$ cat config.mk
export PLATFORM = sky130hd
export DESIGN_NAME = scat_fifo
export DESIGN_NICKNAME = d
export VERILOG_FILES = /design/src/design/scat_pkg.sv /design/src/design/scat_fifo.sv
export SDC_FILE = /design/constraint.sdc
export NUM_CORES = 1
export LEC_CHECK = 0
export BUFFER_PORTS_ARGS = -buffer_cell sky130_fd_sc_hd__buf_2
export CELL_PAD_IN_SITES_DETAIL_PLACEMENT = 0
export CELL_PAD_IN_SITES_GLOBAL_PLACEMENT = 1
export CORE_ASPECT_RATIO = 0.8
export CORE_MARGIN = 8
export CORE_UTILIZATION = 51
export DETAILED_ROUTE_END_ITERATION = 12
export GPL_TIMING_DRIVEN = 0
export PLACE_DENSITY = 0.78
export SETUP_SLACK_MARGIN = 0.2
export SLEW_MARGIN = 20
export SYNTH_ARGS = -nofsm -noshare
export SYNTH_HDL_FRONTEND = slang
export SYNTH_SLANG_ARGS = --single-unit
$ cat constraint.sdc
create_clock -name clk -period 14.9 [get_ports clk]
set_input_delay 2.235 -clock clk [delete_from_list [all_inputs] [get_ports clk]]
set_output_delay 2.235 -clock clk [all_outputs]
set_load 0.05 [all_outputs]
$ cat src/design/scat_pkg.sv
// Shared types, constants and helpers for the sprite cull and transform unit.
// No dependencies; every other file but the sprite and result interfaces uses it.
`timescale 1ns / 1ps
`default_nettype none

package scat_pkg;

  localparam int CFG_IDX_W  = 3;
  localparam int DIV_STAGES = 32;

  localparam logic [15:0] ALPHA_ONE = 16'd32768;
  localparam logic [31:0] SAT_MAX   = 32'h7FFF_FFFF;
  localparam logic [31:0] SAT_MIN   = 32'h8000_0000;

  localparam logic signed [63:0] LIM_HI = 64'sd2147483647;
  localparam logic signed [63:0] LIM_LO = -64'sd2147483648;

  typedef enum logic [CFG_IDX_W-1:0] {
    REG_ZOOM     = 3'd0,
    REG_CAM_X    = 3'd1,
    REG_CAM_Y    = 3'd2,
    REG_CVEL_X   = 3'd3,
    REG_CVEL_Y   = 3'd4,
    REG_HALF_W   = 3'd5,
    REG_HALF_H   = 3'd6
  } cfg_reg_t;

  typedef struct packed {
    logic [15:0]        zoom;
    logic signed [31:0] cam_x;
    logic signed [31:0] cam_y;
    logic signed [31:0] cvel_x;
    logic signed [31:0] cvel_y;
    logic [13:0]        half_w;
    logic [13:0]        half_h;
  } cfg_t;

  // Classified sprite as it waits between the front and back halves.
  typedef struct packed {
    logic               culled;
    logic signed [37:0] px;
    logic signed [37:0] py;
    logic signed [32:0] bx;
    logic signed [32:0] by;
    logic signed [32:0] uxh;
    logic signed [32:0] uyw;
    logic signed [32:0] uxw;
    logic signed [32:0] uyh;
    logic signed [15:0] ux;
    logic signed [15:0] uy;
    logic [15:0]        w;
    logic [15:0]        h;
    logic [15:0]        cloak;
  } entry_t;

  function automatic logic [31:0] sat32(input logic signed [63:0] x);
    logic [31:0] r;
    begin
      if (x > LIM_HI) begin
        r = SAT_MAX;
      end else if (x < LIM_LO) begin
        r = SAT_MIN;
      end else begin
        r = x[31:0];
      end
      return r;
    end
  endfunction

endpackage

`default_nettype wire

$ cat src/design/scat_fifo.sv
// Short queue between the front and back halves; holds classified sprites.
// Depends on scat_pkg for the entry type.
`timescale 1ns / 1ps
`default_nettype none

module scat_fifo #(
  parameter int DEPTH = 4
) (
  input  logic             clk,
  input  logic             rst,
  input  scat_pkg::entry_t in_data,
  input  logic             in_valid,
  output logic             in_ready,
  output scat_pkg::entry_t out_data,
  output logic             out_valid,
  input  logic             out_ready
);
  import scat_pkg::*;

  localparam int AW = $clog2(DEPTH);
  localparam int CW = $clog2(DEPTH + 1);

  entry_t mem [DEPTH];
  logic [AW-1:0] wp, rp;
  logic [CW-1:0] count;
  logic push, pop, full;

  assign full      = (count == CW'(DEPTH));
  assign in_ready  = !full;
  assign out_valid = (count != '0);
  assign push      = in_valid && !full;
  assign pop       = out_valid && out_ready;
  assign out_data  = mem[rp];

  always_ff @(posedge clk) begin
    if (rst) begin
      wp    <= '0;
      rp    <= '0;
      count <= '0;
    end else begin
      if (push) begin
        wp <= (wp == AW'(DEPTH - 1)) ? '0 : wp + 1'b1;
      end
      if (pop) begin
        rp <= (rp == AW'(DEPTH - 1)) ? '0 : rp + 1'b1;
      end
      count <= count + CW'(push) - CW'(pop);
    end
  end

  always_ff @(posedge clk) begin
    if (push) begin
      mem[wp] <= in_data;
    end
  end

  a_count_bound: assert property (@(posedge clk) disable iff (rst)
    count <= CW'(DEPTH)) else $error("queue count above depth");

  a_count_up: assert property (@(posedge clk) disable iff (rst)
    (push && !pop) |=> (count == $past(count) + CW'(1)))
    else $error("queue count missed a push");

  a_ptr_meet: assert property (@(posedge clk) disable iff (rst)
    (count == '0 || full) |-> (wp == rp))
    else $error("queue pointers disagree with count");

endmodule

`default_nettype wire

; ---- Yosys cells after proc, flatten, opt, wreduce, memory -nomap -nowiden
; Memory sizes are Yosys's and may differ from the RTL's. A register that Yosys moved wholly into a read port is not among the register bits.
; Index checks and enable logic that the tools add are counted.
[classes]
eq_ne = 3
add_sub_neg = 4
n_reduce_logical = 4
n_mux = 6
[ops]
columns = op, count
row1 = $mux 2, 4
row2 = $add 2x1->2 const B, 2
row3 = $eq 2x2->1 const B, 2
row4 = $add 3x1->3, 1
row5 = $eq 3x3->1 const B, 1
row6 = $reduce_bool 3->1, 1
row7 = $sub 3x1->3, 1
row8 = $logic_and 1x1->1, 2
row9 = $mux 1, 2
row10 = $logic_not 1->1, 1
[totals]
inputBits = 359
regBits = 7
word_cells = 21
output_inout_bits = 357
mem_count = 1
ram_bits = 1420
[memory_table]
columns = memory, words, width, rd, rd_clocked_by_memory_dff, write_ports, line_no
row1 = mem, 4, 355, 1, 1, 1, scat_fifo.sv:23  ; entry_t mem [DEPTH];

; ---- Longest topological paths before layout
[depth]
depth_word = 5
mapped_depth = 11
ltp_nobuf = 10

; ---- Worst setup path before layout
; No wires, ideal clock.
[synth_path]
path_type = in2reg
from = input port in_valid
to = memory mem[3][0] (netlist bit), enable pin
required_time_ps = 14134
stages = 1
arrival_time_ps = 10347
setup_ps = 766
path_buffers = 0
path_slack_ps = 3787
path_cell_list = and3_1
[synth_between]
elab_chain_len = 3
[synth_rtl]
columns = item, line_no
row1 = from (decl), scat_fifo.sv:12  ; input logic in_valid,
row2 = $logic_and 1x1->1, scat_fifo.sv:31  ; assign push = in_valid && !full;
row3 = $mux 1, scat_fifo.sv:52  ; if (push) begin
row4 = $mux 1 (implied by the code), scat_fifo.sv:53  ; mem[wp] <= in_data;
row5 = to (decl), scat_fifo.sv:23
; Every way passes these cells.

==> metrics.txt <==
# TYPE chip_impl_metric gauge
chip_impl_info{name="run_status",value="completed"} 1
chip_impl_metric{name="hold_viol",unit=""} 0
chip_impl_metric{name="globalplace.congestion",unit=""} 0.769
chip_impl_metric{name="sequential_to_total_area_share_from_yosys_stat",unit=""} 0.823
chip_impl_metric{name="post_cts_resized",unit=""} 0
chip_impl_info{name="layout_common_cells",value="1420 x sky130_fd_sc_hd__edfxtp_1, 749 x sky130_fd_sc_hd__buf_2, 355 x sky130_fd_sc_hd__mux4_2"} 1
chip_impl_metric{name="initial_antenna_violation_count",unit=""} 40
chip_impl_metric{name="dp.final_hpwl",unit="um"} 79800
chip_impl_metric{name="placement_rows",unit=""} 104
chip_impl_metric{name="worst-slew-pin-transition",unit="ps"} 1040
chip_impl_metric{name="synthesis_stage_register_bit_count",unit=""} 1429
chip_impl_metric{name="ioPinCount",unit=""} 716
chip_impl_info{name="critPathCaptureType",value="output pin"} 1
chip_impl_metric{name="clock_insertion_delay_worst_skew",unit="ps"} 720
chip_impl_metric{name="floorplan.die.width",unit="um"} 373
chip_impl_metric{name="finalMaxSlewViolations",unit=""} 0
chip_impl_metric{name="placement.io_buffers",unit=""} 714
chip_impl_metric{name="post_synth.cell_area_avg",unit="um^2"} 27.3
chip_impl_metric{name="synthesis.instances",unit=""} 1903
chip_impl_info{name="min_path_type",value="reg2reg"} 1
chip_impl_metric{name="areaGrowthSynthToFinish",unit="%"} 19.9
chip_impl_info{name="start_to_end_type_of_the_worst_setup_path",value="reg2out"} 1
chip_impl_metric{name="fin_worst_skew",unit="ps"} 20.9
chip_impl_metric{name="drt_pass1_iterations",unit=""} 5
chip_impl_info{name="start_kind",value="register"} 1
chip_impl_metric{name="final.fill_count",unit=""} 6708
chip_impl_metric{name="power_leakage",unit="nW"} 20.9
chip_impl_metric{name="maxcap_viol_count",unit=""} 0
chip_impl_metric{name="grt_start_max_net_pins",unit=""} 48
chip_impl_metric{name="fin_crit",unit="ps"} 5430
chip_impl_metric{name="drc",unit=""} 0
chip_impl_metric{name="wire_per_inst",unit="um"} 27.4
chip_impl_metric{name="placeableCoreArea",unit="um^2"} 101000
chip_impl_metric{name="whs",unit="ps"} 503
chip_impl_metric{name="numClockSinks",unit=""} 1429
chip_impl_metric{name="critical_path_peak_fanout",unit=""} 10
chip_impl_metric{name="grt_first_pass_wirelength",unit="um"} 167000
chip_impl_metric{name="fp.dieArea",unit="um^2"} 113000
chip_impl_metric{name="peakVddDrop",unit="V"} 0.000182
chip_impl_info{name="tritoncts",value="done"} 1
chip_impl_info{name="rsz0062_at_grt",value="no"} 1
chip_impl_metric{name="first_iter_violations",unit=""} 1674
chip_impl_metric{name="start_util",unit=""} 0.516
chip_impl_metric{name="antenna_left",unit=""} 0
chip_impl_metric{name="dr_total_vias",unit=""} 23684
chip_impl_metric{name="drive_gt1_frac",unit=""} 0.475
chip_impl_metric{name="crit_arrival",unit="ps"} 3190
chip_impl_metric{name="post_drt_via_cell_ratio",unit=""} 5.59
chip_impl_metric{name="netlist_area",unit="um^2"} 52000
chip_impl_metric{name="cellPowerDensity",unit="nW/um^2"} 195
chip_impl_metric{name="min_path_cells",unit=""} 2
chip_impl_metric{name="dp.cells",unit=""} 3974
chip_impl_metric{name="track_usage",unit=""} 0.202
chip_impl_metric{name="maxClockFrequency",unit="GHz"} 0.184
chip_impl_metric{name="slew_headroom",unit=""} 0.307
chip_impl_info{name="cts_root_buffer",value="sky130_fd_sc_hd__clkbuf_16"} 1
chip_impl_metric{name="die-height",unit="um"} 302
chip_impl_metric{name="setup_violations",unit=""} 0
chip_impl_metric{name="clock_transition_at_the_registers_of_the_reported_paths",unit="ps"} 60
chip_impl_metric{name="cts_setup_buffers",unit=""} 0
chip_impl_metric{name="tritoncts.num_buffers",unit=""} 135
chip_impl_metric{name="endpoint_required_time_on_the_critical_path",unit="ps"} 12660
chip_impl_metric{name="clockBufferDepth",unit=""} 3
chip_impl_metric{name="final_instance_count_without_filler_cells",unit=""} 4238
chip_impl_metric{name="synth_cell_types",unit=""} 27
chip_impl_info{name="mostFrequentLayoutCell",value="sky130_fd_sc_hd__edfxtp_1"} 1
chip_impl_metric{name="nNetsFinal",unit=""} 3153
chip_impl_metric{name="vias_in_the_first_global_route",unit=""} 25204
chip_impl_metric{name="cts_htree_levels",unit=""} 4
chip_impl_metric{name="r2r.worst_path.cells",unit=""} 7
chip_impl_metric{name="ys.warnings.count",unit=""} 0
chip_impl_metric{name="routed_wirelength",unit="um"} 116000
chip_impl_metric{name="post-route-period-util",unit=""} 0.364
chip_impl_metric{name="grt_overflow_total",unit=""} 0
chip_impl_metric{name="hold_buffers_post_cts",unit=""} 0
chip_impl_metric{name="synth_net_count",unit=""} 2270
==> state kept, by name (all words and copies together), names as in the netlist, named ones only <==
| signal | cells |
|---|---|
| wp | 2 |
| count | 3 |
| mem | 1420 |
| rp | 2 |
==> worst paths after layout <==
kind / end / slack [ps] / startpoint
worst max-delay path: out_data[229] / 9470 / register
worst min-delay path: rp[0]$_SDFFE_PP0N_ / 500 / rp[0]$_SDFFE_PP0N_
worst max register to register: mem[3][155]$_DFFE_PP_ / 11830 / count[1]$_SDFF_PP0_
worst min register to register: rp[0]$_SDFFE_PP0N_ / 500 / rp[0]$_SDFFE_PP0N_
==> per-stage QoR <==
stage | cell area, um^2 | setup slack [ps] | power [W] | TNS, ps | util
final | 62400 | 9470 | 0.0121 | 0 | 0.619
after global routing | 62400 | 9300 | 0.0126 | 0 | 0.619
after CTS | 62300 | 9300 | 0.0123 | 0 | 0.618
after detailed placement | 58100 | 10120 | 0.00901 | 0 | 0.576
after global placement | 57300 | -2320 | 0.00919 | -3140840 | 0.568
after floorplan | 52000 | 3790 | 0.00810 | 0 | -
==> critical path, cell delays in order (launching register included) <==
cell and delay [ps]:
sky130_fd_sc_hd__dfxtp_1 420, sky130_fd_sc_hd__clkbuf_1 740, sky130_fd_sc_hd__buf_2 620, sky130_fd_sc_hd__mux4_2 400, sky130_fd_sc_hd__buf_2 250
==> cell type report <==
cell class / count / area, um^2 / share of cell area
multi-input combinational: 388 / 8280 / 0.133
buffer: 81 / 940 / 0.0151
clock buffer: 162 / 3500 / 0.0561
timing repair buffer: 746 / 4400 / 0.0705
inverter: 5 / 18.8 / 0.000301
clock inverter: 77 / 716 / 0.0115
tap: 1325 / 1660 / 0.0266
antenna: 25 / 62.6 / 0.00100
sequential: 1429 / 42800 / 0.686
==> cells in the mapped netlist <==
cell,number,area [um^2]
sky130_fd_sc_hd__buf_12,33,661
sky130_fd_sc_hd__nand2b_1,2,12.5
sky130_fd_sc_hd__and2_1,1,6.26
sky130_fd_sc_hd__buf_2,35,175
sky130_fd_sc_hd__xor2_1,1,8.76
sky130_fd_sc_hd__clkbuf_2,1,5.00
sky130_fd_sc_hd__buf_1,1,3.75
sky130_fd_sc_hd__clkbuf_1,4,15.0
sky130_fd_sc_hd__or3_1,3,18.8
sky130_fd_sc_hd__nor2_1,3,11.3
sky130_fd_sc_hd__inv_1,5,18.8
sky130_fd_sc_hd__buf_6,7,78.8
sky130_fd_sc_hd__a21oi_1,1,5.00
sky130_fd_sc_hd__nor3_1,1,5.00
sky130_fd_sc_hd__mux4_2,355,8000
sky130_fd_sc_hd__a211o_1,1,8.76
sky130_fd_sc_hd__fa_1,1,20.0
sky130_fd_sc_hd__mux2i_1,2,20.0
sky130_fd_sc_hd__and3_1,4,25.0
sky130_fd_sc_hd__or3b_1,1,8.76
sky130_fd_sc_hd__o21ai_2,1,8.76
sky130_fd_sc_hd__nand2_1,2,7.51
sky130_fd_sc_hd__nor2b_1,1,6.26
sky130_fd_sc_hd__ha_1,7,87.6
sky130_fd_sc_hd__edfxtp_1,1420,42600
sky130_fd_sc_hd__o31ai_1,1,7.51
sky130_fd_sc_hd__dfxtp_1,9,180
==> per-layer routing <==
metal / part of all wire / global-route usage / up-vias
li1: - / - / 10150
met1: 0.36 / 0.238 / 12483
met2: 0.53 / 0.349 / 833
met3: 0.085 / 0.0711 / 194
met4: 0.029 / 0.0697 / 24
met5: 0.0013 / 0 / -
==> kinds of logic (layout without fill, tap and decap cells) <==
| kind of cell | count (synthesis) | after routing | share of synthesized area |
|---|---|---|---|
| AO/OA/AOI/OAI | 4 | 4 | 0.000577 |
| XOR/XNOR | 1 | 1 | 0.000168 |
| adder cells (fa/ha/maj) | 8 | 8 | 0.00207 |
| buffers and inverters | 86 | 1071 | 0.0184 |
| flip-flops | 1429 | 1429 | 0.823 |
| multiplexers | 357 | 357 | 0.154 |
| other | 0 | 25 | 0 |
| AND/OR/NAND/NOR | 18 | 18 | 0.00195 |
==> power breakdown <==
group	total, W	internal (W)	leakage [nW]	switching (W)
Combinational	0.00385	0.00117	5.71	0.00268
Clock	0.00327	0.00183	2.08	0.00143
Sequential	0.00502	0.00492	13.1	0.0000984
Total	0.0121	0.00793	20.9	0.00422
Note: power is estimated with default switching activity, not from simulation.
